<file path="config.mk">
export PLATFORM = sky130hd
export DESIGN_NAME = dstwr_front
export DESIGN_NICKNAME = d
export VERILOG_FILES = /design/src/hdl/dstwr_pkg.sv /design/src/hdl/dstwr_front.sv
export SDC_FILE = /design/constraint.sdc
export NUM_CORES = 1
export LEC_CHECK = 0
export BUFFER_PORTS_ARGS = -buffer_cell sky130_fd_sc_hd__buf_2
export CAP_MARGIN = 20
export CELL_PAD_IN_SITES_DETAIL_PLACEMENT = 1
export CELL_PAD_IN_SITES_GLOBAL_PLACEMENT = 1
export CORE_ASPECT_RATIO = 1.1
export CORE_UTILIZATION = 45
export DETAILED_ROUTE_END_ITERATION = 6
export PLACE_DENSITY_LB_ADDON = 0.1
export SYNTH_ARGS = -nofsm -noshare
export SYNTH_HDL_FRONTEND = slang
export SYNTH_SLANG_ARGS = --single-unit
</file>
<file path="constraint.sdc">
create_clock -name clock -period 12.4 [get_ports clock]
set_input_delay 0 -clock clock [delete_from_list [all_inputs] [get_ports clock]]
set_output_delay 0 -clock clock [all_outputs]
set_load 0.005 [all_outputs]
</file>
<file path="src/hdl/dstwr_pkg.sv">
`timescale 1ns / 1ps
// ----------------------------------------------------------------------------
// dstwr_pkg
// Shared types and constants for the double-sided two-way ranging
// time-of-flight block.
// ----------------------------------------------------------------------------
package dstwr_pkg;

   localparam int STAMP_BITS_DEF = 32;
   localparam int QUEUE_DEPTH    = 2;

   typedef struct packed {
      logic [31:0] init_poll_sent;
      logic [31:0] init_resp_recv;
      logic [31:0] init_final_sent;
      logic [31:0] resp_poll_recv;
      logic [31:0] resp_resp_sent;
      logic [31:0] resp_final_recv;
   } req_item_type;

   typedef struct packed {
      logic signed [32:0] flight_time;
      logic               zero_divisor;
   } rsp_item_type;

   typedef struct packed {
      logic full;
      logic empty;
   } queue_status_type;

endpackage

</file>
<file path="src/hdl/dstwr_front.sv">
`timescale 1ns / 1ps
// ----------------------------------------------------------------------------
// dstwr_front
// Accepts an item, forms the four wrapped intervals and their sum, flags a
// zero sum and hands the job to the queue.
// ----------------------------------------------------------------------------
module dstwr_front #(
   parameter int STAMP_BITS = dstwr_pkg::STAMP_BITS_DEF
) (
   input  logic                         clock,
   input  logic                         reset,
   input  logic                         start,
   output logic                         busy,
   input  dstwr_pkg::req_item_type      req_data,
   input  dstwr_pkg::queue_status_type  q_status,
   output logic                         push,
   output logic [5*STAMP_BITS+2:0]      job
);
   import dstwr_pkg::*;

   localparam int DW = STAMP_BITS + 2;
   localparam int JW = 4*STAMP_BITS + DW + 1;

   logic [STAMP_BITS-1:0] ips, irr, ifs, rpr, rrs, rfr;
   logic [STAMP_BITS-1:0] ra, da, rb, db;
   logic [DW-1:0]         den;
   logic                  front_go;
   logic                  front_vld_ff, front_vld_in;
   logic [JW-1:0]         job_ff, job_in;

   always_comb begin
      ips = STAMP_BITS'(req_data.init_poll_sent);
      irr = STAMP_BITS'(req_data.init_resp_recv);
      ifs = STAMP_BITS'(req_data.init_final_sent);
      rpr = STAMP_BITS'(req_data.resp_poll_recv);
      rrs = STAMP_BITS'(req_data.resp_resp_sent);
      rfr = STAMP_BITS'(req_data.resp_final_recv);
      ra  = irr - ips;
      da  = ifs - irr;
      rb  = rfr - rrs;
      db  = rrs - rpr;
      den = DW'(ra) + DW'(rb) + DW'(da) + DW'(db);
   end

   always_comb begin
      front_go     = !front_vld_ff || !q_status.full;
      busy         = !front_go;
      push         = front_vld_ff && !q_status.full;
      front_vld_in = front_go ? start : front_vld_ff;
      job_in       = job_ff;
      if (start && front_go) begin
         job_in = {ra, rb, da, db, den, (den == '0)};
      end
   end

   always_ff @(posedge clock) begin
      if (reset) begin
         front_vld_ff <= 1'b0;
      end else begin
         front_vld_ff <= front_vld_in;
      end
   end

   always_ff @(posedge clock) begin
      job_ff <= job_in;
   end

   assign job = job_ff;

endmodule

</file>
==> results_dict.tcl <==
set metrics [dict create \
    status "complete, no violations" \
    io_pins 362 \
    p_sw_share_pct 47.7 \
    route.detailed.drc 0 \
    async_flop_share_pct 0 \
    vias 13300 \
    synth.most_common_cell "inv_1" \
    tritoncts "built" \
    ys_ff_latch 164 \
    hold_class "primary input to flip-flop" \
    avgSynthCellArea_sq_um 9.47 \
    clk_pin_slew_ns 0.08 \
    required_ns 12.68 \
    yosys_warnings 0 \
    start_util_pct 45.6 \
    tightestPinTransition_ns 1.10 \
    clk_latency_ns 0.45 \
    cts.sinks 164 \
    finalWorstSetupSlack_ns 4.82 \
    synth.area.top_cells "edfxtp_1 32%, ha_1 13%, fa_1 9.0%, inv_1 7.3%, xnor2_1 4.9%" \
    period_needed_ns 7.58 \
    ir_worst_vdd_mv 0.138 \
    critPathMaxFanout 7 \
    synth.cell_area_sq_um 15100 \
    htreeDepth 4 \
    hold_viol_final 0 \
    numCtsBuffers 17 \
    drv_slew 0 \
    endpoint_kind "flip-flop" \
    dp_slack_ns 4.71 \
    final_cell_area_sq_um 18100 \
    route.antenna.remaining_nets 0 \
    ys_seq_area_share_pct 32.5 \
    power_switching_mw 2.15 \
    p_per_area_nw_per_um2 249 \
    wl_mm 48.1 \
    syn_inst 1597 \
    fin_util_pct 54.5 \
    stdcell_count 2417 \
    hp-start "req_data[0]" \
    numPortBuffers 360 \
    ys_types 73 \
    grt_pass1_wl_mm 74.7 \
    power.total_mw 4.50 \
    synth_edf_count 163 \
    areaGrowthSynthToFinish_pct 19.6 \
    die_h_um 194 \
    core-area_sq_um 33200 \
    post-cts-setup-buffers 0 \
    place_inst 2376 \
    finalSetupTns_ns 0 \
    fillers 4001 \
    die_area_sq_um 34400 \
    grt_use_total_pct 28.4 \
    p_leak_nw 8.81 \
    first_pass_iters 4 \
    startpoint_type "primary input" \
    drt-wirelength-per-cell_um 19.9 \
    place_hpwl_mm 40.0 \
    period_share_pct 61.1 \
    yosys.area.top_type "edfxtp_1" \
    cts_resized 0 \
    yosys-top-cells-count "293 x inv_1, 163 x edfxtp_1, 157 x ha_1" \
    final_nets 2390 \
    seqPwrFrac_pct 20.2 \
    postCtsHoldBufs 5 \
    drt_iter0_markers 543 \
    drive_gt1_share_pct 21.0 \
    vias_per_cell 5.50 \
    grt_pass1_vias 14100 \
    overflow 0 \
    drv_cap 0 \
    cp.arrival_ns 7.86 \
    cp-startpoint "req_data[1]" \
    antenna_found_initial 6 \
    rsz0062_at_grt "false" \
    p_clk_share_pct 12.6 \
    power.internal_mw 2.36 \
    rows 70 \
    fmax_ghz 0.132 \
    max-slew-margin-rel_pct 26.6 \
    dpl_cell_area_sq_um 17400 \
    synth_fp_nets 2019 \
    clk_path_buf_depth 2 \
    holdWs_ns 0.0278 \
    die_w_um 177 \
    yosysTopAreaCellShare_pct 32.4 \
    place_congestion 0.960 \
    worst_r2r_startpoint "front_vld_ff" \
    finalSetupViolations 0 \
    skew_ns 0.00914 \
    crit_type "primary input to flip-flop" \
    synthFlopType "edfxtp_1" \
    grt_start_max_net_pins 75 \
    clockRootBuffer "clkbuf_16" \
    power_frac_comb_pct 67.1 \
]
==> final timing paths <==
kind / cells past startpoint / endpoint / slack [ns]
worst max-delay path: 24 / job[0] / 4.82
worst max register to register: 3 / job[81] / 9.81
worst min register to register: 2 / job[10] / 0.94
worst min-delay path: 4 / job[99] / 0.03
==> registers in the layout (all words and copies together), names as in the netlist <==
signal / flops
front_vld_ff: 1
job: 163
==> area by class of cell <==
type                    instances  area [sq um]  share of cell area, %
inverters                     293          1100                   6.08
clock buffers                  17           425                   2.35
clock inverters                15           186                   1.03
diodes                          4          10.0                 0.0553
repair buffers                368          1870                   10.4
multi-input cells            1124          9050                   50.0
flip-flops and latches        164          4910                   27.2
well taps                     432           541                   2.99
==> kinds of logic (layout without fill, tap and decap cells) <==
| group | after synthesis | after routing | share of synthesized area (%) |
|---|---|---|---|
| AOI/OAI and AO/OA | 433 | 433 | 18.6 |
| xor gates and xnor gates | 136 | 136 | 7.87 |
| and+or+nand+nor | 327 | 327 | 11.1 |
| buffers and inverters | 309 | 693 | 7.75 |
| DFF | 164 | 164 | 32.5 |
| adders and majority gates | 225 | 225 | 22.0 |
| muxes | 3 | 3 | 0.207 |
| other | 0 | 4 | 0 |
==> critical path: stages <==
cell,delay (ns)
dlygate4sd3_1,0.54
buf_2,0.14
ha_1,0.26
nor2b_1,0.11
o21ai_0,0.12
a21boi_1,0.31
o21ai_0,0.23
a31oi_1,0.48
a31oi_1,0.30
o311ai_0,0.77
nand3_1,0.26
o21ai_0,0.31
xnor2_1,0.21
fa_1,0.50
fa_1,0.45
ha_1,0.38
a21o_1,0.19
a21oi_1,0.31
or4b_1,0.46
or4_1,0.42
or4_1,0.44
nor4_2,0.28
nand4b_1,0.17
nor4b_2,0.22
==> power groups by stage <==
stage,Sequential (mW),Combinational [mW],Clock [mW]
after floorplan,0.937,2.10,0
after global placement,0.922,2.97,0
after detailed placement,0.923,3.02,0
after CTS,0.912,3.05,0.577
after global routing,0.921,3.38,0.596
final,0.911,3.02,0.569
==> layer usage <==
| layer | up-vias | share of wire [%] | global-route usage (%) |
|---|---|---|---|
| li1 | 6340 | - | - |
| met5 | - | 0.048 | 0 |
| met1 | 6469 | 39 | 32.2 |
| met2 | 393 | 52 | 52.0 |
| met4 | 4 | 3.2 | 10.7 |
| met3 | 78 | 5.5 | 5.38 |
==> cell usage in the layout, fill, tap and decap left out, drive strengths merged, types with 11 or more instances in the layout <==
cell type | Yosys | routed
buf | 3 | 363
a21oi | 130 | 130
a21o | 63 | 63
nand2b | 24 | 24
xnor2 | 84 | 84
edfxtp | 163 | 163
or3 | 11 | 11
nand2 | 65 | 65
fa | 68 | 68
o21bai | 14 | 14
inv | 293 | 301
a31oi | 13 | 13
nand4 | 12 | 12
nor2b | 22 | 22
a211oi | 21 | 21
o211ai | 14 | 14
xor2 | 52 | 52
o21ai | 82 | 82
o21a | 30 | 30
clkbuf | 12 | 17
nor2 | 88 | 88
nand3 | 32 | 32
nor3 | 20 | 20
ha | 157 | 157
(Power assumes the default switching activity.)
