--- src/hdl/dstwr_pkg.sv ---
`timescale 1ns / 1ps
// ----------------------------------------------------------------------------
// dstwr_pkg
// Shared types and constants for the double-sided two-way ranging
// time-of-flight block.
// ----------------------------------------------------------------------------
package dstwr_pkg;

   localparam int STAMP_BITS_DEF = 32;
   localparam int QUEUE_DEPTH    = 2;

   typedef struct packed {
      logic [31:0] init_poll_sent;
      logic [31:0] init_resp_recv;
      logic [31:0] init_final_sent;
      logic [31:0] resp_poll_recv;
      logic [31:0] resp_resp_sent;
      logic [31:0] resp_final_recv;
   } req_item_type;

   typedef struct packed {
      logic signed [32:0] flight_time;
      logic               zero_divisor;
   } rsp_item_type;

   typedef struct packed {
      logic full;
      logic empty;
   } queue_status_type;

endpackage

--- src/hdl/dstwr_queue.sv ---
`timescale 1ns / 1ps
// ----------------------------------------------------------------------------
// dstwr_queue
// Short first-in first-out queue between the front and the back end.
// ----------------------------------------------------------------------------
module dstwr_queue #(
   parameter int WIDTH = 8,
   parameter int DEPTH = dstwr_pkg::QUEUE_DEPTH
) (
   input  logic                         clock,
   input  logic                         reset,
   input  logic                         push,
   input  logic [WIDTH-1:0]             push_data,
   input  logic                         pop,
   output logic [WIDTH-1:0]             pop_data,
   output dstwr_pkg::queue_status_type  status
);
   import dstwr_pkg::*;

   localparam int PW = (DEPTH > 1) ? $clog2(DEPTH) : 1;
   localparam int CW = $clog2(DEPTH + 1);

   logic [WIDTH-1:0] mem_ff [DEPTH];
   logic [PW-1:0]    wr_ptr_ff, wr_ptr_in;
   logic [PW-1:0]    rd_ptr_ff, rd_ptr_in;
   logic [CW-1:0]    count_ff, count_in;
   logic             do_push, do_pop;

   always_comb begin
      status.full  = (count_ff == CW'(DEPTH));
      status.empty = (count_ff == '0);
      do_push      = push && !status.full;
      do_pop       = pop && !status.empty;
      wr_ptr_in    = wr_ptr_ff;
      rd_ptr_in    = rd_ptr_ff;
      count_in     = count_ff;
      if (do_push) begin
         wr_ptr_in = (wr_ptr_ff == PW'(DEPTH - 1)) ? '0 : wr_ptr_ff + PW'(1);
      end
      if (do_pop) begin
         rd_ptr_in = (rd_ptr_ff == PW'(DEPTH - 1)) ? '0 : rd_ptr_ff + PW'(1);
      end
      if (do_push && !do_pop) begin
         count_in = count_ff + CW'(1);
      end else if (do_pop && !do_push) begin
         count_in = count_ff - CW'(1);
      end
   end

   always_ff @(posedge clock) begin
      if (reset) begin
         wr_ptr_ff <= '0;
         rd_ptr_ff <= '0;
         count_ff  <= '0;
      end else begin
         wr_ptr_ff <= wr_ptr_in;
         rd_ptr_ff <= rd_ptr_in;
         count_ff  <= count_in;
      end
   end

   always_ff @(posedge clock) begin
      if (do_push) begin
         mem_ff[wr_ptr_ff] <= push_data;
      end
   end

   assign pop_data = mem_ff[rd_ptr_ff];

endmodule

--- config.mk ---
export PLATFORM = sky130hd
export DESIGN_NAME = dstwr_queue
export DESIGN_NICKNAME = d
export VERILOG_FILES = /design/src/hdl/dstwr_pkg.sv /design/src/hdl/dstwr_queue.sv
export SDC_FILE = /design/constraint.sdc
export NUM_CORES = 1
export LEC_CHECK = 0
export BUFFER_PORTS_ARGS = -buffer_cell sky130_fd_sc_hd__buf_2
export CORE_MARGIN = 1.5
export CORE_UTILIZATION = 45
export DETAILED_ROUTE_END_ITERATION = 6
export GPL_ROUTABILITY_DRIVEN = 1
export PLACE_DENSITY = 0.7
export SLEW_MARGIN = 20
export SYNTH_ARGS = -nofsm -noshare
export SYNTH_HDL_FRONTEND = slang
export SYNTH_SLANG_ARGS = --single-unit
--- constraint.sdc ---
create_clock -name clock -period 1.74 [get_ports clock]
set_clock_uncertainty 0.05 [all_clocks]
set_input_delay 0.261 -clock clock [delete_from_list [all_inputs] [get_ports clock]]
set_output_delay 0.261 -clock clock [all_outputs]
set_load 0.02 [all_outputs]
==> impl_results.md, run 1 <==
- Status: finished clean
- Diode count: 0
- Ys Warns: 0
- Filler cells: 139
- Commonest non-fill, non-tap cell in the layout: buf_2
- Core area: 1577 sq um
- Simple-gate share of the synthesized area: under 10%
- Most frequent cells in the layout: buf_2 (21), edfxtp_1 (16), mux2_2 (8)
- Mean post-synth cell area: 15.87 sq um
- Fin crit share: 93.37%
- Routed via count: around 440
- Row count: 14
- Least-Margin Pin Slew: ~0.36 ns
- Global-route wire length before repair: between 1500 and 2000 microns
- P&R area growth vs syn: 18.93%
- Mux contribution to synthesized area: between 10 and 15%
- H-tree lvl count: 1
- Worst skew pair latency: 0.29 ns
- Multi-input gate area: 200.2 sq um
- Final Hold Vio Count: 0
- Synthesized instance count: 50
- Layout cells sized above 1: slightly below 50%
- Global route overflow: 0
- Compound-gate portion of the synthesized area: roughly 3.2%
- IO Count: 22
- Initial Util: 50.32%
- Port Buf Inserts: 21
- P per Cell Area: 1474 nW/um^2
- Chip height: 44.99 microns
- Post-DRT Antenna Nets: 0
- Cts bufs inserted: 3
- Clk sinks: 21
- Drt first pass iters: 2
- Final setup margin: 0.1154 ns
- Largest net degree at the start of global routing: 13
- Crit path kind: flip-flop to flip-flop
- Required time worst endpoint: roughly 1.9 ns
- Ranking of synthesized cells by area: edfxtp_1 (61%), dfxtp_1 (13%), mux2_2 (11%)
- CTS tree: yes
- Drt first-iter violations: 6
- Fin nets: 88
- Dpl hpwl: 818.9 microns
- RSZ-0062 raised after global routing: false
- Critical-path maximum fanout: 5
- Setup TNS: 0 ns
- Leak: 0.0003815 uW
- Vias in the first global route: roughly 420
- Routability Congestion: 0.6352
- CTS root buf: clkbuf_4
- Synthesized area: 793.3 sq um
- Leading area contributor after synthesis: edfxtp_1
- Largest family of logic cells by synthesized area: multiplexers
- Clock Path Buffers: 2
- Setup repair bufs after CTS: 0
- CP startpoint kind: flip-flop
- WL/cell: around 12 microns
- Post-route design area: 943.4 sq um
- Place WS: 0.07900 ns
- DR DRC count: 0
- Hold crit path type: input port to flip-flop
- Vias per cell: between 4 and 5
- FF-to-FF setup slack: about 0.12 ns
- Post-Synth Adder-Cell Area: 1.577%
- Die W: approximately 45 microns
- Worst hold slack: 0.09665 ns
- Max Clk Rate: 615.5 MHz
- Register area share after synthesis: between 70% and 80%
- Setup violators final: 0
- Storage element area: 583.1 sq um
- FF+latch count, synth: 21
- Worst-path clk slew: 0.11 ns
- Max-Cap Viols: 0
- Worst path arrival time: approximately 1.8 ns
- XOR/XNOR Fraction of Synth Area: 3.312%
- Total GRT Usage: 13.28%
- Non-Filler Instances: 90
- Syn nets: 63
- VDD IR max: 878.4 uV
- Area after DPL: about 910 sq um
- Slew margin rel.: 75.78%
- Tmin final: 1.625 ns
- Inst Count DP: between 80 and 90
- WL final: between 1000 and 1500 microns
- CP Capture Type: flip-flop
- Count of pins over their slew limit: 0
- Antenna violations before repair: 0
- Full die area: 2024 sq um
- Top cell type's share of synthesized area: 60.57%
- Post-synthesis cell type count: 13
-- final timing paths --
check,startpoint,depth (start not counted),to
worst max-delay path,count_ff[1]$_SDFFE_PP0P_,5,count_ff[1]$_SDFFE_PP0P_
worst min-delay path,push_data[6],1,mem_ff[0][6]$_DFFE_PP_
worst max register to register,count_ff[1]$_SDFFE_PP0P_,5,count_ff[1]$_SDFFE_PP0P_
worst min register to register,wr_ptr_ff$_SDFFE_PP0P_,2,wr_ptr_ff$_SDFFE_PP0P_
-- per-layer routing --
layer	up-vias	global-route usage, %	wire, microns
met2	14	20.86	554
met4	0	8.824	0
li1	229	-	-
met5	-	0	0
met1	201	14.32	498
met3	0	6.000	49
-- cells in the mapped netlist --
cell / n
a21oi_1: 2
and2_1: 1
buf_2: 1
dfxtp_1: 5
edfxtp_1: 16
ha_1: 1
inv_1: 2
mux2_2: 8
nor2_1: 5
nor2b_2: 1
o21ai_0: 3
or3_1: 2
xor2_1: 3
-- timing repair --
item	4_1_cts	5_1_grt
hold buffers	0	0
endpoints found under the setup margin	0	9
gates resized for setup	0	3
-- per-stage QoR --
| stage | power [uW] | util, % |
|---|---|---|
| after floorplan | 1045 | - |
| after global placement | 1165 | 57.94 |
| after detailed placement | 1178 | 57.94 |
| after CTS | 1401 | 59.68 |
| after global routing | 1477 | 59.84 |
| final | 1390 | 59.84 |
-- sequential cells by signal (all words and copies together), names as in the netlist, named ones only --
register / flops
mem_ff: 16
wr_ptr_ff: 1
rd_ptr_ff: 1
count_ff: 2
-- logic make-up (layout without fill, tap and decap cells) --
family / after synthesis / after routing
buffers and inverters: 3 / 27
AND/OR/NAND/NOR: 9 / 9
XOR/XNOR: 3 / 3
AO/OA/AOI/OAI: 5 / 5
multiplexers: 8 / 8
adder cells (fa/ha/maj): 1 / 1
flip-flops: 21 / 21
-- critical path, cell delays in order (launching register included) --
cell     delay (ns)
dfxtp_2        0.37
nor2b_2        0.19
nor2_1         0.07
ha_1           0.33
or3_1          0.38
a21oi_1        0.17
-- final cells by class --
type | count | area share, %
clock inverters | 1 | 0.5305
multi-input cells | 26 | 21.22
flip-flops and latches | 21 | 61.80
well taps | 16 | 2.122
clock buffers | 3 | 2.387
repair buffers | 21 | 11.14
inverters | 2 | 0.7958
-- report_power, final --
| group | internal (uW) | total [uW] | leakage, uW | switching [uW] |
|---|---|---|---|---|
| logic | 199 | 456 | 0.000172 | 257 |
| clock network | 85.6 | 224 | 0.0000177 | 138 |
| registers | 644 | 710 | 0.000191 | 65.5 |
Power figures use the tool's default switching activity.
==> run 2, diff against run 1 <==
Settings changed: RECOVER_POWER from default to 25.
==> run 2 against run 1 <==
  * Maximum frequency is essentially flat
  * Global-route usage is the same
  * Sequential power is essentially flat
  * Core utilization shrank 0.16 points
  * Hold slack is the same
  * Combinational power is essentially flat
  * Register-to-register slack is essentially flat
  * Wire length is essentially flat
  * Flip-flop and latch count is the same
  * Critical path type unchanged
  * Largest cell class unchanged
==> impl_results.md, run 2 (synthesis gave the netlist of run 1 again) <==
- WL/cell: 12.26 microns
- Layout cells sized above 1: approximately 46%
- Reg2reg start: count_ff[1]$_SDFFE_PP0P_
- VDD IR max: a little under 900 uV
- Chip height: between 40 and 50 microns
- Routed via count: 444
- FF-to-FF setup slack: about 0.12 ns
- Full die area: between 2000 and 2500 sq um
- Commonest non-fill, non-tap cell in the layout: buf_2
- Cts bufs inserted: 3
- R2r worst-path depth: 5
- Port Buf Inserts: 21
- Top Registers: mem_ff: 16 flops, count_ff: 2 flops
- Slew margin rel.: between 70% and 80%
- Setup TNS: 0 ns
- RSZ-0062 raised after global routing: false
- CTS tree: yes
- Multi-input gate area: approximately 200 sq um
- Row count: 14
- Post-DRT Antenna Nets: 0
- Vias per cell: 4.933
- Reg with most FFs: mem_ff
- Global-route wire length before repair: 1745 microns
- R2r endpoint: count_ff[1]$_SDFFE_PP0P_
- Critical-path maximum fanout: 5
- Filler cells: 140
- CTS root buf: clkbuf_4
- Dpl hpwl: 818.9 microns
- P per Cell Area: 1477 nW/um^2
- Hold wc startpoint: push_data[6]
- CP max stage delay: 0.38 ns
- Least-Margin Pin Slew: 0.3632 ns
- Crit path kind: flip-flop to flip-flop
- Status: finished clean
- Antenna violations before repair: 0
- Worst hold slack: between 0.09 and 0.1 ns
- Worst path arrival time: 1.80 ns
- WHS Path Cells: 1
- Drt first pass iters: 2
- CP Capture Type: flip-flop
- Hold worst-path end: mem_ff[0][6]$_DFFE_PP_
- CP startpoint kind: flip-flop
- Die W: 44.99 microns
- Max stage delay cell, worst path: or3_1
- Setup violators final: 0
- H-tree lvl count: 1
- Final Hold Vio Count: 0
- Leak: 0.0003760 uW
- Max-Cap Viols: 0
- Count of pins over their slew limit: 0
- Worst skew pair latency: between 0.2 and 0.3 ns
- Tmin final: 1.625 ns
- Largest net degree at the start of global routing: 13
- Drt first-iter violations: 6
- Worst-path clk slew: 0.11 ns
- Storage element area: between 500 and 600 sq um
- Fin crit share: 93.37%
- Diode count: 0
- Most frequent cells in the layout: buf_2 (19), edfxtp_1 (16), mux2_2 (8)
- DR DRC count: 0
- Max reg flops: 16
- WL final: 1103 microns
- P&R area growth vs syn: 18.61%
- Hold crit path type: input port to flip-flop
- Max Clk Rate: 615.5 MHz
- Clock Path Buffers: 2
- Initial Util: 50.32%
- Global route overflow: 0
- CP Cell Sequence: nor2b_2 -> nor2_1 -> ha_1 -> or3_1 -> a21oi_1
- Clk sinks: 21
- IO Count: 22
- Total GRT Usage: a little over an eighth
- Required time worst endpoint: 1.91 ns
- Setup repair bufs after CTS: 0
- Core area: 1577 sq um
- Fin nets: 88
- Vias in the first global route: between 400 and 500
- Routability Congestion: between 0.6 and 0.7
run 2: cell count changes in the layout (fill, tap and decap cells not counted):
cell,delta
buf_2,-2
clkbuf_1,+2
run 2: worst max-delay path: cells and delay by family, from the launching register on:
family / cells / cell delay, ns
AO/OA/AOI/OAI: 1 / 0.17
adder cells (fa/ha/maj): 1 / 0.33
flip-flops: 1 / 0.37
AND/OR/NAND/NOR: 3 / 0.64
run 2: through the flow:
| stage | setup WS (ns) | cells | util, % | power, uW | cell area (sq um) |
|---|---|---|---|---|---|
| 5_1_grt | 0.03757 | 90 | 59.68 | 1477 | 940.9 |
| 3_5_place_dp | 0.07900 | 86 | 57.94 | 1178 | 913.4 |
| 3_3_place_gp | 0.1940 | 86 | 57.94 | 1165 | 913.4 |
| 2_1_floorplan | 0.08363 | 50 | - | 1045 | 793.3 |
| 6_report | 0.1154 | 90 | 59.68 | 1390 | 940.9 |
| 4_1_cts | 0.01372 | 90 | 59.68 | 1401 | 940.9 |
run 2: routing by layer:
metal | wire length (microns) | GRT usage (%) | up-vias
met2 | 554 | 20.86 | 14
met3 | 50 | 6.000 | 0
met5 | 0 | 0 | -
met4 | 0 | 8.824 | 0
li1 | - | - | 229
met1 | 499 | 14.32 | 201
run 2: how the worst max path moves through the flow:
stage / startpoint / to / slack (ns) / cells after the start
floorplan: count_ff[1]$_SDFFE_PP0P_ / count_ff[1]$_SDFFE_PP0P_ / 0.08 / 5
global placement: count_ff[0]$_SDFFE_PP0P_ / count_ff[1]$_SDFFE_PP0P_ / 0.19 / 4
detailed placement: count_ff[1]$_SDFFE_PP0P_ / count_ff[1]$_SDFFE_PP0P_ / 0.08 / 5
CTS: flip-flop / pop_data[5] / 0.01 / 2
global route: count_ff[1]$_SDFFE_PP0P_ / count_ff[1]$_SDFFE_PP0P_ / 0.04 / 5
finish: count_ff[1]$_SDFFE_PP0P_ / count_ff[1]$_SDFFE_PP0P_ / 0.12 / 5
run 2: repair_timing:
action / CTS / global route
hold buffers: 0 / 0
endpoints found under the setup margin: 0 / 9
resized for setup: 0 / 3
run 2: report_power, final:
| group | internal (uW) | switching [uW] |
|---|---|---|
| logic | 199 | 257 |
| registers | 644 | 65.5 |
| clock network | 85.6 | 138 |
run 2: final cells by class:
cell class | instances | share of cell area [%]
clock buffers | 3 | 2.394
clock inverters | 1 | 0.5319
flip-flops and latches | 21 | 61.97
multi-input cells | 26 | 21.28
repair buffers | 21 | 10.90
inverters | 2 | 0.7979
well taps | 16 | 2.128
==> run 3, diff against run 2 <==
Settings changed: ABC_AREA from default to 1.
==> run 3 against run 2 <==
  * Core utilization shrank 1.6 points
  * Combinational power grew 5.0%
  * Via count grew 16%
  * Count of clock-buffer cells in the layout grew 1
  * Register-to-register slack gained 0.09 ns
==> impl_results.md, run 3 <==
- Inst Count DP: 109
- WL final: 1264 microns
- H-tree lvl count: 1
- Switch share: approximately 34%
- Share of power burned in registers: approximately 50%
- Diode count: 0
- Reg with most FFs: mem_ff
- Mean post-synth cell area: 13.36 sq um
- Max-Cap Viols: 0
- Leak: between 0.0004 and 0.0005 uW
- Initial Util: 47.97%
- Internal: between 900 and 1000 uW
- Largest net degree at the start of global routing: 12
- Most frequent cells in the layout: buf_2 (21), edfxtp_1 (16), nor2_1 (9)
- R2r endpoint: count_ff[1]$_SDFFE_PP0P_
- Fin nets: 102
- Top cell type's share of synthesized area: 58.01%
- Global route overflow: 0
- P&R area growth vs syn: 21.00%
- Required time worst endpoint: roughly 1.4 ns
- Synthesized instance count: 62
- Final Power: 1418 uW
- Synthesized area: slightly above 800 sq um
- Leading area contributor after synthesis: edfxtp_1
- Dpl hpwl: between 900 and 1000 microns
- FF-to-FF setup slack: 0.21 ns
- Fin crit share: 91.20%
- Clock share of power: 15.9%
- Layout cells sized above 1: 45.45%
- Fin util: 58.04%
- Hold wc startpoint: push_data[4]
- Count of pins over their slew limit: 0
- Ranking of synthesized cells by area: edfxtp_1 (58%), dfxtp_1 (12%), mux2_2 (11%)
- Setup violators final: 0
- CTS tree: yes
- Clock Path Buffers: 2
- Routed via count: 514
- Least-Margin Pin Slew: just under 0.3 ns
- Total GRT Usage: 12.71%
- CTS root buf: clkbuf_4
- Vias in the first global route: 464
- Top Registers: mem_ff: 16 flops, count_ff: 2 flops
- Final setup margin: between 0.15 and 0.2 ns
- Worst-path clk slew: approximately 0.11 ns
- WL/cell: between 10 and 15 microns
- RSZ-0062 raised after global routing: false
- CP Capture Type: primary output
- Worst skew pair latency: roughly 0.30 ns
- Chip height: 45.90 microns
- Drt first-iter violations: 6
- Core area: 1727 sq um
- Die W: 45.90 microns
- Post-synth EDFFs: 16
- Global-route wire length before repair: 1780 microns
- Routability Congestion: about 0.73
- Ys Warns: 0
- Full die area: between 2000 and 2500 sq um
- Max reg flops: 16
- Top-count cell post-synth: edfxtp_1
- Reg2reg start: count_ff[1]$_SDFFE_PP0P_
- Max Clk Rate: 630.2 MHz
- Synth async-reset ratio: 0%
- Syn nets: 75
- Post-synthesis cell type count: 16
- Drt first pass iters: 3
- P per Cell Area: 1415 nW/um^2
- Place WS: 0.2212 ns
- Status: finished clean
- Clk sinks: 21
- Row count: 15
- FF+latch count, synth: 21
- Most used DFF post-synth: edfxtp_1
- Commonest non-fill, non-tap cell in the layout: buf_2
- CTS Hold Bufs: 0
- Most frequent cells after synthesis: edfxtp_1 (16), nor2_1 (9), mux2_2 (8)
- Port Buf Inserts: 21
- Antenna violations before repair: 0
- Tmin final: approximately 1.6 ns
- Hold crit path type: input port to flip-flop
- IO Count: 22
- Final Hold Vio Count: 0
- Setup TNS: 0 ns
- Post-DRT Antenna Nets: 0
- VDD IR max: 708.7 uV
- DR DRC count: 0
- Combinational power share: between 30% and 40%
- Psw: 486.3 uW
- Worst path arrival time: 1.28 ns
- Non-Filler Instances: roughly 110
- Cts bufs inserted: 3
- Slew margin rel.: 80.47%
- Vias per cell: 4.549
- CP startpoint kind: flip-flop
- WHS Path Cells: 1
- Crit path kind: flip-flop to primary output
- Register area share after synthesis: 70.09%
- R2r worst-path depth: 9
- Hold worst-path end: mem_ff[1][4]$_DFFE_PP_
- Critical-path maximum fanout: 8
[run 3: cell count changes in the layout (fill, tap and decap cells not counted), moves of 3 or more]
cell and change:
nor2_1 +4, nand2_1 +4, xor2_1 -3, inv_1 +5
[run 3: final cells by class]
class                   count  area (sq um)
clock buffers               4         26.28
fillers                   163         724.4
inverters                   9         33.78
multi-input cells          31         209.0
flip-flops and latches     21         581.8
well taps                  25         31.28
repair buffers             23         120.1
[run 3: kinds of logic (layout without fill, tap and decap cells)]
| logic type | Yosys count | count (layout) | synth area share [%] |
|---|---|---|---|
| AOI/OAI and AO/OA | 6 | 6 | 4.531 |
| adders and majority gates | 1 | 1 | 1.510 |
| buffers and inverters | 10 | 36 | 4.683 |
| DFF | 21 | 21 | 70.09 |
| muxes | 8 | 8 | 10.88 |
| and+or+nand+nor | 16 | 16 | 8.307 |
[run 3: worst max-delay path by stage]
| stage | endpoint | slack (ns) | depth (start not counted) |
|---|---|---|---|
| 2_1_floorplan | mem_ff[1][0]$_DFFE_PP_ | 0.37 | 2 |
| 4_1_cts | pop_data[1] | 0.02 | 2 |
| 3_5_place_dp | count_ff[1]$_SDFFE_PP0P_ | 0.22 | 9 |
| 3_3_place_gp | count_ff[1]$_SDFFE_PP0P_ | 0.31 | 9 |
| 6_report | pop_data[1] | 0.15 | 2 |
| 5_1_grt | count_ff[1]$_SDFFE_PP0P_ | 0.07 | 9 |
[run 3: repair_timing]
item	in CTS	in global routing
setup buffers	0	0
gates resized for setup	0	1
setup endpoints to repair	0	8
[run 3: critical path, stage by stage, from the launching register on]
cell     delay (ns)
dfxtp_2        0.45
mux2_2         0.36
buf_2          0.16
[run 3: layer usage]
layer	GRT usage, %	routed length (microns)	part of all wire, %
met2	21.94	643	51
met5	0	0	0
met4	8.571	15	1.2
met3	4.762	86	6.8
met1	12.31	520	41
[run 3: power by group through the flow]
stage | Sequential, uW | Combinational (uW) | Clock [uW]
6_report | 713 | 479 | 226
5_1_grt | 727 | 523 | 248
4_1_cts | 713 | 483 | 233
3_5_place_dp | 725 | 481 | 0
3_3_place_gp | 720 | 469 | 0
2_1_floorplan | 692 | 369 | 0
[run 3: through the flow]
| stage | area, sq um | hold slack (ns) |
|---|---|---|
| floorplan | 828.3 | 0.3099 |
| global placement | 974.7 | 0.3988 |
| detailed placement | 974.7 | 0.4025 |
| CTS | 1001 | 0.08612 |
| global route | 1002 | 0.07931 |
| finish | 1002 | 0.09195 |
